File: config.mk
export PLATFORM = sky130hd
export DESIGN_NAME = ppvl_back
export DESIGN_NICKNAME = d
export VERILOG_FILES = /design/src/rtl/core/ppvl_pkg.sv /design/src/rtl/core/ppvl_back.sv
export SDC_FILE = /design/constraint.sdc
export NUM_CORES = 1
export LEC_CHECK = 0
export BUFFER_PORTS_ARGS = -buffer_cell sky130_fd_sc_hd__buf_2
export CELL_PAD_IN_SITES_DETAIL_PLACEMENT = 0
export CELL_PAD_IN_SITES_GLOBAL_PLACEMENT = 1
export CORE_ASPECT_RATIO = 1.5
export CORE_UTILIZATION = 39
export DETAILED_ROUTE_END_ITERATION = 8
export GPL_ROUTABILITY_DRIVEN = 0
export PLACE_DENSITY = 0.76
export SETUP_SLACK_MARGIN = 0.1
export SLEW_MARGIN = 5
export SYNTH_ARGS = -nofsm -noshare
export SYNTH_HDL_FRONTEND = slang
export SYNTH_SLANG_ARGS = --single-unit
File: constraint.sdc
create_clock -name clk -period 3.4 [get_ports clk]
set_input_delay 0.34 -clock clk [delete_from_list [all_inputs] [get_ports clk]]
set_output_delay 0.34 -clock clk [all_outputs]
set_load 0.02 [all_outputs]
File: src/rtl/core/ppvl_pkg.sv
// Package for the pure-pursuit velocity law pipeline.
// Holds field widths, fixed-point constants, register indexes and the stage sideband types.
// Depends on nothing; every other file in rtl/core but ppvl_udiv imports it.
package ppvl_pkg;

	// Field and datapath widths.
	localparam int SPD_W    = 15;             // speeds and angular magnitudes
	localparam int CRD_W    = 18;             // signed target coordinates
	localparam int RAD_W    = 17;             // minimum turn radius
	localparam int ANG_W    = 16;             // signed angular rate
	localparam int D2_W     = 36;             // squared distance
	localparam int DEN_W    = CRD_W + RAD_W;  // |y| * radius
	localparam int CGN_W    = 11;             // curvature gain of 2000
	localparam int AYK_W    = 29;             // |y| * 2000
	localparam int SGN_W    = 25;             // straight-line gain of 2e7
	localparam int SPR_W    = SGN_W + CRD_W;  // straight-line test product
	localparam int NUM1_W   = SPD_W + D2_W;   // speed * d2
	localparam int NUM2_W   = SPD_W + AYK_W;  // speed * 2000 * |y|
	localparam int CFG_W    = 17;             // widest register
	localparam int CFG_IDX_W = 2;

	// Stream packing widths.
	localparam int S_TDATA_W = 56;
	localparam int M_TDATA_W = 32;

	// Register indexes of the configuration port.
	localparam logic [CFG_IDX_W-1:0] REG_MIN_SPEED  = 2'd0;
	localparam logic [CFG_IDX_W-1:0] REG_MAX_RATE   = 2'd1;
	localparam logic [CFG_IDX_W-1:0] REG_MIN_RADIUS = 2'd2;

	// Register values after reset.
	localparam logic [SPD_W-1:0] RST_MIN_SPEED  = 15'd2000;
	localparam logic [SPD_W-1:0] RST_MAX_RATE   = 15'd1500;
	localparam logic [RAD_W-1:0] RST_MIN_RADIUS = 17'd2000;

	// Fixed-point constants of the law.
	localparam logic [D2_W-1:0]  STOP_D2       = 36'd100;
	localparam logic [D2_W-1:0]  NEAR_D2       = 36'd62500;
	localparam logic [SPD_W-1:0] NEAR_CAP      = 15'd1000;
	localparam logic [SGN_W-1:0] STRAIGHT_GAIN = 25'd20000000;
	localparam logic [CGN_W-1:0] CURV_GAIN     = 11'd2000;
	localparam logic [SPD_W-1:0] BOOST_LOW     = 15'd400;
	localparam logic [SPD_W-1:0] BOOST_HIGH    = 15'd900;
	localparam logic [SPD_W-1:0] BOOST_ADD     = 15'd500;
	localparam logic [SPD_W-1:0] SPD_MAX       = 15'h7FFF;

	typedef logic [SPD_W-1:0] spd_t;
	typedef logic [D2_W-1:0]  d2_t;

	// Sideband from the front end to the speed-scaling divider.
	typedef struct packed {
		spd_t              lin;
		d2_t               d2;
		logic [AYK_W-1:0]  ayk;
		logic              yneg;
		logic              stop;
		logic              straight;
		logic              scale;
	} fr_side_t;

	// Sideband from the middle section to the curvature divider.
	typedef struct packed {
		spd_t lin;
		logic yneg;
		logic stop;
		logic straight;
		logic sat;
	} md_side_t;

	// One result item; the last field sits in the lowest bits.
	typedef struct packed {
		logic                     halted;
		logic signed [ANG_W-1:0]  ang;
		spd_t                     lin;
	} res_t;

endpackage

File: src/rtl/core/ppvl_back.sv
// Back end: angular clamp, low-rate boost, sign and final selection of the result.
// Two register stages; depends on ppvl_pkg.
module ppvl_back (
	input  logic               clk,
	input  logic               arst_n,
	input  logic               adv,
	input  logic               in_vld,
	input  ppvl_pkg::spd_t     quo,
	input  ppvl_pkg::md_side_t side,
	input  ppvl_pkg::spd_t     max_rate,
	output logic               out_vld,
	output ppvl_pkg::res_t     res
);
	import ppvl_pkg::*;

	spd_t                    mag_c, bst_c;
	logic signed [ANG_W-1:0] ext_c, ang_c;
	logic                    vld_s1, vld_s2;
	spd_t                    mag_s1;
	md_side_t                side_s1;
	res_t                    res_s2;

	// A saturated quotient is no smaller than any clamp value.
	assign mag_c = side.sat ? SPD_MAX : quo;

	// Rates in the dead band get a fixed boost, then the sign of y.
	assign bst_c = ((mag_s1 > BOOST_LOW) && (mag_s1 < BOOST_HIGH)) ? (mag_s1 + BOOST_ADD) : mag_s1;
	assign ext_c = ANG_W'(bst_c);
	assign ang_c = side_s1.yneg ? -ext_c : ext_c;

	always_ff @(posedge clk or negedge arst_n) begin
		if (!arst_n) begin
			vld_s1 <= 1'b0;
			vld_s2 <= 1'b0;
		end else if (adv) begin
			vld_s1 <= in_vld;
			vld_s2 <= vld_s1;
		end
	end

	always_ff @(posedge clk) begin
		if (adv) begin
			// Stage 1: clamp to the configured maximum.
			mag_s1  <= (mag_c > max_rate) ? max_rate : mag_c;
			side_s1 <= side;

			// Stage 2: a close target halts, a straight path gives no rotation.
			if (side_s1.stop) begin
				res_s2.lin    <= '0;
				res_s2.ang    <= '0;
				res_s2.halted <= 1'b1;
			end else if (side_s1.straight) begin
				res_s2.lin    <= side_s1.lin;
				res_s2.ang    <= '0;
				res_s2.halted <= 1'b0;
			end else begin
				res_s2.lin    <= side_s1.lin;
				res_s2.ang    <= ang_c;
				res_s2.halted <= 1'b0;
			end
		end
	end

	assign out_vld = vld_s2;
	assign res     = res_s2;

endmodule

=== Word level (Yosys, flattened, before mapping) ===
Cells that the tools add are included.

* Input port bits: 53
* Bits in registers: 67

* Add/sub/neg operators: 2
* Reductions and logical operators: 3
* Bitwise gates (word level): 1
* Muxes and demuxes: 4
* Magnitude comparators: 3

{| class="wikitable"
|+ Operator list
! operator !! number
|-
| $mux W15 || 3
|-
| $mux W16 || 1
|-
| $neg A15 Y16 || 1
|-
| $add A15 B9 Y15 const B || 1
|-
| $gt A15 B15 Y1 || 1
|-
| $gt A15 B9 Y1 const B || 1
|-
| $lt A15 B10 Y1 const B || 1
|-
| $reduce_or A3 Y1 || 1
|-
| $reduce_or A2 Y1 || 1
|-
| $logic_and A1 B1 Y1 || 1
|-
| $not A1 Y1 || 1
|}

=== Depth between registers and ports, before layout ===
Gate-level depths: netlist of the first run.

* Word-level depth: 5
* Gate-level depth with buffers: 12
* Mapped depth without buffers: 9

=== Worst setup path after synthesis of the first run ===
Ideal clock, no wire load.

* Path kind: input-to-reg
* Start point: input side[0] (netlist name)
* End point: register mag_s1[10], data pin
* Stages: 11
* Library setup time: 0.260 ns
* Slack: 0.124 ns
* Required time: 3.140 ns
* Path buffers: 2
* Data arrival time: 3.016 ns
* Path through: clkbuf_1 -> or2_2 -> ha_1 -> nor2b_1 -> o21a_1 -> o21a_1 -> o21ai_0 -> a21oi_1 -> o31ai_1 -> clkbuf_1 -> mux2_2

* Word-level cells in the longest chain between the ends: 3

{| class="wikitable"
|+ Ends and longest elaborated chain
! item !! RTL line !! RTL
|-
| start: declaration || ppvl_back.sv:9 || <nowiki>input ppvl_pkg::md_side_t side,</nowiki>
|-
| $mux W15 (*) || ppvl_back.sv:24 || <nowiki>assign mag_c = side.sat ? SPD_MAX : quo;</nowiki>
|-
| $gt A15 B15 Y1 || ppvl_back.sv:44 || <nowiki>mag_s1 <= (mag_c > max_rate) ? max_rate : mag_c;</nowiki>
|-
| $mux W15 (*) || ppvl_back.sv:44 ||
|-
| end signal: assignment || ppvl_back.sv:44 ||
|-
| end: declaration || ppvl_back.sv:19 || <nowiki>spd_t mag_s1;</nowiki>
|}

Every way passes the cells marked *; elsewhere a longest branch is shown, timed or not.
A chain may end at the register's enable or synchronous reset.

=== Final worst setup path of the first run ===
* Start point: register mag_s1[11]
* End point: register res_s2, in the netlist res[28], data pin

* Word-level cells in the longest chain between the ends: 5

{| class="wikitable"
|+ Ends and longest elaborated chain
! item !! RTL line !! RTL
|-
| $gt A15 B9 Y1 or $lt A15 B10 Y1 (tied branches) || ppvl_back.sv:27 || <nowiki>assign bst_c = ((mag_s1 > BOOST_LOW) && (mag_s1 < BOOST_HIGH)) ? (mag_s1 + BOOST_ADD) : mag_s1;</nowiki>
|-
| $logic_and A1 B1 Y1 || ppvl_back.sv:27 ||
|-
| $mux W15 (*) || ppvl_back.sv:27 ||
|-
| $neg A15 Y16 || ppvl_back.sv:29 || <nowiki>assign ang_c = side_s1.yneg ? -ext_c : ext_c;</nowiki>
|-
| $mux W16 (*) || ppvl_back.sv:29 ||
|-
| end: declaration || ppvl_back.sv:21 || <nowiki>res_t res_s2;</nowiki>
|}

Marked as above.

==> impl_metrics.tcl, run 1 <==
set metrics [dict create \
    rsz0062_at_grt "no" \
    leakage_nw 1.95 \
    critPathKind "reg2reg" \
    arrival_ps 3180 \
    p_per_area_nw_per_um2 511 \
    fillers 860 \
    synth_compound_area_share_pct 10.4 \
    dr_total_vias 2794 \
    start_util_pct 40.8 \
    path_clk_slew_ps 60 \
    fmax_mhz 321 \
    viasPerCell 5.18 \
    grt_pass1_vias 2674 \
    ys_warn_count 0 \
    async_reset_ff_share_pct 2.99 \
    cts_tree "done" \
    final_hold_viol_count 0 \
    muxShareOfSynthArea_pct 6.84 \
    slowest_stage "or4_4" \
    syn_area_sq_um 3820 \
    start_kind "flop" \
    port_buffers 85 \
    numClockSinks 67 \
    synth_top_family_by_area "simple AND/OR/NAND/NOR gates" \
    max_stage_delay_ps 620 \
    design_area_sq_um 4710 \
    slew_viol_final 0 \
    clock_latency_ps 330 \
    fin_skew_ps 5.45 \
    ys_ff_latch 67 \
    drt_iter0_drc 124 \
    path_max_fanout 9 \
    ys_types 56 \
    wl_per_cell_um 14.0 \
    yosysSeqAreaShare_pct 52.4 \
    fin_nets 493 \
    fin_setup_tns_ps 0 \
    drc_errors 0 \
    postSynthAreaPerCell_sq_um 11.5 \
    maxCapViolCount 0 \
    synth_xor_area_share_pct 1.83 \
    synthFlopType "edfxtp_1" \
    grt_start_max_net_pins 28 \
    min_period_ps 3120 \
    antenna_found_initial 0 \
    yosys.area_share.simple_pct 18.1 \
    maxSlewHeadroom_pct 62.4 \
    finalPower_mw 2.41 \
    fin_cells 539 \
    place_area_sq_um 4380 \
    p_seq_share_pct 43.2 \
    p_sw_mw 0.600 \
    antennaDiodeCount 0 \
    hp-class "in2reg" \
    post_synth_fa_ha_maj_area_fraction_pct 6.16 \
    crit_required_ps 3460 \
    die-area_sq_um 10200 \
    fin_crit_sh_pct 91.7 \
    ir_drop_mv 0.310 \
    routed_wl_um 7540 \
    endpoint_kind "flop" \
    rows 43 \
    whs_ps 184 \
    switching_share_pct 24.9 \
    die_w_um 82.8 \
    finalSetupViolations 0 \
    worst_pin_slew_ps 564 \
    overflow 0 \
    hpwl_um 5660 \
    htree_levels 3 \
    core_area_sq_um 9360 \
    first_pass_iters 4 \
    dpl.cell_count 522 \
    clockBufferDepth 2 \
    power_frac_clock_pct 40.6 \
    numCtsBuffers 9 \
    path_cells "or4_4, o41a_1, a41o_1, or2_4, or3_4, a21oi_1, o311ai_2" \
    io_pins 86 \
    drtAntennaViolNets 0 \
    cts-root-buf "clkbuf_16" \
    status "completed" \
    synth_cells 331 \
    drive_gt1_share_pct 36.8 \
    chipHeight_um 123 \
    area_delta_synth_final_pct 23.3 \
    syn-num-nets 402 \
    grt_usage_pct 15.4 \
    p_int_mw 1.81 \
    comb_power_share_pct 16.2 \
    grt_pass1_wl_um 12300 \
    cts_setup_buffers 0 \
    synth_edf_count 65 \
]
-- power groups by stage --
stage / clock [mW] / sequential [mW] / combinational [mW]
final: 0.976 / 1.04 / 0.390
after global routing: 1.02 / 1.05 / 0.431
after detailed placement: 0 / 1.06 / 0.389
after floorplan: 0 / 1.08 / 0.234
after global placement: 0 / 1.05 / 0.381
after CTS: 0.998 / 1.04 / 0.393
-- critical path, delay by kind of cell (launching register included) --
| family | cells | cell delay, ps |
|---|---|---|
| compound gates | 4 | 1000 |
| simple gates | 3 | 1340 |
| flops | 1 | 500 |
-- cell usage after synthesis, types with 3 or more instances --
| master | number | area (sq um) |
|---|---|---|
| nor4_1 | 5 | 31.3 |
| xor2_1 | 3 | 26.3 |
| o31ai_1 | 3 | 22.5 |
| ha_1 | 18 | 225 |
| nor3b_1 | 4 | 30.0 |
| buf_2 | 4 | 20.0 |
| mux2i_1 | 7 | 70.1 |
| nand2b_1 | 3 | 18.8 |
| o211ai_1 | 3 | 22.5 |
| clkbuf_1 | 8 | 30.0 |
| nor2b_1 | 18 | 113 |
| or2_2 | 17 | 106 |
| o21a_1 | 5 | 37.5 |
| mux2_2 | 17 | 191 |
| nand4_1 | 5 | 31.3 |
| nor2_1 | 20 | 75.1 |
| o21ai_0 | 11 | 55.1 |
| edfxtp_1 | 65 | 1950 |
| nand3_1 | 7 | 35.0 |
| xnor2_1 | 5 | 43.8 |
| inv_1 | 21 | 78.8 |
| nand2_1 | 20 | 75.1 |
| nor3_1 | 12 | 60.1 |
| a21oi_1 | 9 | 45.0 |
-- logic make-up (layout without fill, tap and decap cells) --
family                     count (synthesis)  after routing
AOI/OAI and AO/OA                         53             53
xor gates and xnor gates                   8              8
muxes                                     24             24
adders and majority gates                 19             19
DFF                                       67             67
and+or+nand+nor                          123            123
buffers and inverters                     37            133
-- what timing repair did --
item,in CTS,in global routing
hold endpoints to repair,2,0
hold buffers,1,0
gates resized for setup,0,0
-- sequential cells by signal, indices dropped and copies added, names as in the netlist --
| signal | cells |
|---|---|
| side_s1 | 18 |
| out_vld | 1 |
| vld_s1 | 1 |
| res | 32 |
| mag_s1 | 15 |
-- layout by cell type (no fill, tap or decap), types with 2 or more instances in the layout --
cell type	n
a41o_1	2
nor2b_1	18
o21a_1	5
buf_4	10
mux2_2	17
bufinv_16	2
o31ai_1	2
mux2i_1	7
nand4_1	5
a31oi_1	2
or3_1	2
ha_1	18
inv_1	21
nor2_1	20
xor2_1	3
o211ai_1	3
buf_2	85
nor3b_1	4
or2_2	17
xnor2_1	5
a21o_1	2
clkbuf_16	9
nor3_1	12
edfxtp_1	65
a211oi_1	2
nand3_1	7
o311ai_2	2
nand2b_1	3
nor4_1	5
clkinvlp_4	2
a21oi_1	9
dfrtp_1	2
o21ai_0	11
nand2_1	20
a21bo_2	2
-- through the flow --
stage	setup slack (ps)	util (%)
after floorplan	124	-
after global placement	365	46.8
after detailed placement	301	46.8
after CTS	285	50.3
after global routing	199	50.3
final	284	50.3
-- layer usage --
layer | GRT usage [%] | vias to the layer above | part of all wire (%)
met5 | 0 | - | 0
met4 | 7.76 | 0 | 2.1
met3 | 3.40 | 10 | 5.3
met2 | 27.7 | 106 | 50
met1 | 17.2 | 1277 | 43
li1 | - | 1401 | -
-- final cells by class --
cell class                 instances  area, sq um  share of cell area, %
clock buffer                       9          225                   4.78
inverter                          21         78.8                   1.67
clock inverter                     7         92.6                   1.97
tap                              112          140                   2.97
multi-input combinational        227         1660                   35.3
sequential                        67         2000                   42.5
timing repair buffer              96          510                   10.8
-- path summary, 6_finish.rpt --
path	startpoint	end	slack [ps]	cells past startpoint
worst max register to register	mag_s1[11]	res[28]	280	7
min in group asynchronous	arst_n	vld_s1	320	2
worst max-delay path	mag_s1[11]	res[28]	280	7
max in group asynchronous	arst_n	out_vld	2980	2
worst min register to register	vld_s1	out_vld	510	1
worst min-delay path	side[3]	side_s1[3]	180	1
(Power assumes the default switching activity.)
==> inputs of run 2 (changes only) <==
--- a/config.mk
+++ b/config.mk
@@ -12,7 +12,7 @@
 export CORE_UTILIZATION = 39
 export DETAILED_ROUTE_END_ITERATION = 8
 export GPL_ROUTABILITY_DRIVEN = 0
-export PLACE_DENSITY = 0.76
+export PLACE_DENSITY = 0.82
 export SETUP_SLACK_MARGIN = 0.1
 export SLEW_MARGIN = 5
 export SYNTH_ARGS = -nofsm -noshare
==> run 2 against run 1 <==
Compared with the run above:
- cell count down 0.56%
- combinational power fell by 1%
- worst hold slack gained 2.7 ps
- via count hardly changed
- first-iteration DRC count fell by 42%
- global-route usage down 0.31 points
- wire length fell by 2.4%
- clock power down 3.8%
- count of clock-buffer cells in the layout rose by 1
- non-clock buffer count is 1 lower
==> impl_metrics.tcl, run 2 (same netlist as run 1, synthesis figures left out) <==
set metrics [dict create \
    status "completed" \
    first_pass_iters 4 \
    cts_setup_buffers 0 \
    fin_crit_sh_pct 90.7 \
    fmax_mhz 324 \
    port_buffers 85 \
    start_util_pct 40.8 \
    rows 43 \
    crit_required_ps 3470 \
    routed_wl_um 7360 \
    rrSetupSlack_ps 320 \
    final_hold_viol_count 0 \
    chipHeight_um 123 \
    viasPerCell 5.21 \
    drive_gt1_share_pct 35.8 \
    most-common-layout-cells "85 x buf_2, 65 x edfxtp_1, 21 x inv_1" \
    endpoint_kind "flop" \
    fillers 873 \
    slew_viol_final 0 \
    overflow 0 \
    dr_total_vias 2792 \
    drtAntennaViolNets 0 \
    final_common_cell "buf_2" \
    worst_pin_slew_ps 947 \
    drt_iter0_drc 72 \
    hp-class "in2reg" \
    maxCapViolCount 0 \
    fin_setup_tns_ps 0 \
    rsz0062_at_grt "no" \
    start_kind "flop" \
    grt_start_max_net_pins 44 \
    io_pins 86 \
    grt_pass1_vias 2671 \
    critPathKind "reg2reg" \
    postCtsHoldBufs 1 \
    ir_drop_mv 0.427 \
    clock_latency_ps 330 \
    design_area_sq_um 4680 \
    maxSlewHeadroom_pct 36.9 \
    cts_tree "done" \
    p_per_area_nw_per_um2 505 \
    grt_pass1_wl_um 12000 \
    min_period_ps 3080 \
    hpwl_um 5400 \
    place_area_sq_um 4380 \
    numCtsBuffers 9 \
    finalSetupViolations 0 \
    antennaDiodeCount 0 \
    antenna_found_initial 0 \
    fin_skew_ps 6.02 \
    cts-resized-gates 0 \
    die_w_um 82.8 \
    numClockSinks 67 \
    path_clk_slew_ps 50 \
    die-area_sq_um 10200 \
    arrival_ps 3150 \
    largest_reg_flops 32 \
    wl_per_cell_um 13.7 \
    grt_usage_pct 15.1 \
    finalPower_mw 2.37 \
    core_area_sq_um 9360 \
    whs_ps 186 \
    htree_levels 3 \
    leakage_nw 1.93 \
    area_delta_synth_final_pct 22.5 \
    clockBufferDepth 2 \
    fin_nets 492 \
    drc_errors 0 \
    cts-root-buf "clkbuf_16" \
    path_max_fanout 9 \
]
## run 2: final cells by class
cell class	count	area, sq um	share of cell area [%]
Clock inverter	4	67.6	1.44
Multi-Input combinational cell	227	1660	35.5
Inverter	21	78.8	1.68
Tap cell	112	140	2.99
Clock buffer	10	229	4.89
Sequential cell	67	2000	42.8
Timing Repair Buffer	95	503	10.7
## run 2: critical path, stage by stage, from the launching register on
cell and delay (ps):
edfxtp_1 500, or4_4 630, o41a_1 430, a41o_1 260, or2_4 270, or3_4 450
a21oi_1 190, o311ai_2 120
## run 2: path summary, 6_finish.rpt
| kind | startpoint | end | cells past startpoint |
|---|---|---|---|
| max in group asynchronous | arst_n | vld_s1 | 2 |
| min in group asynchronous | arst_n | out_vld | 2 |
| max reg2reg | mag_s1[11] | res[28] | 7 |
| max | mag_s1[11] | res[28] | 7 |
| min reg2reg | vld_s1 | vld_s1 | 1 |
| min | side[3] | side_s1[3] | 1 |
## run 2: metrics by stage
step                util, %  setup slack, ps  std cells
detailed placement     46.7              330        521
global placement       46.7              352        521
CTS                    50.0              320        536
global route           50.0              193        536
finish                 50.0              317        536
floorplan                 -              124        331
## run 2: layer usage
| metal | routed length, um | vias up | track usage, % |
|---|---|---|---|
| met4 | 145 | 0 | 8.08 |
| met3 | 370 | 11 | 4.07 |
| li1 | - | 1394 | - |
| met2 | 3640 | 92 | 26.4 |
| met5 | 0 | - | 0 |
| met1 | 3200 | 1295 | 16.8 |
## run 2: where the power goes
group / leakage, nW / switching, mW / internal (mW)
registers: 0.680 / 0.0483 / 0.994
clock network: 0.143 / 0.312 / 0.628
logic: 1.11 / 0.211 / 0.174
total: 1.93 / 0.571 / 1.80
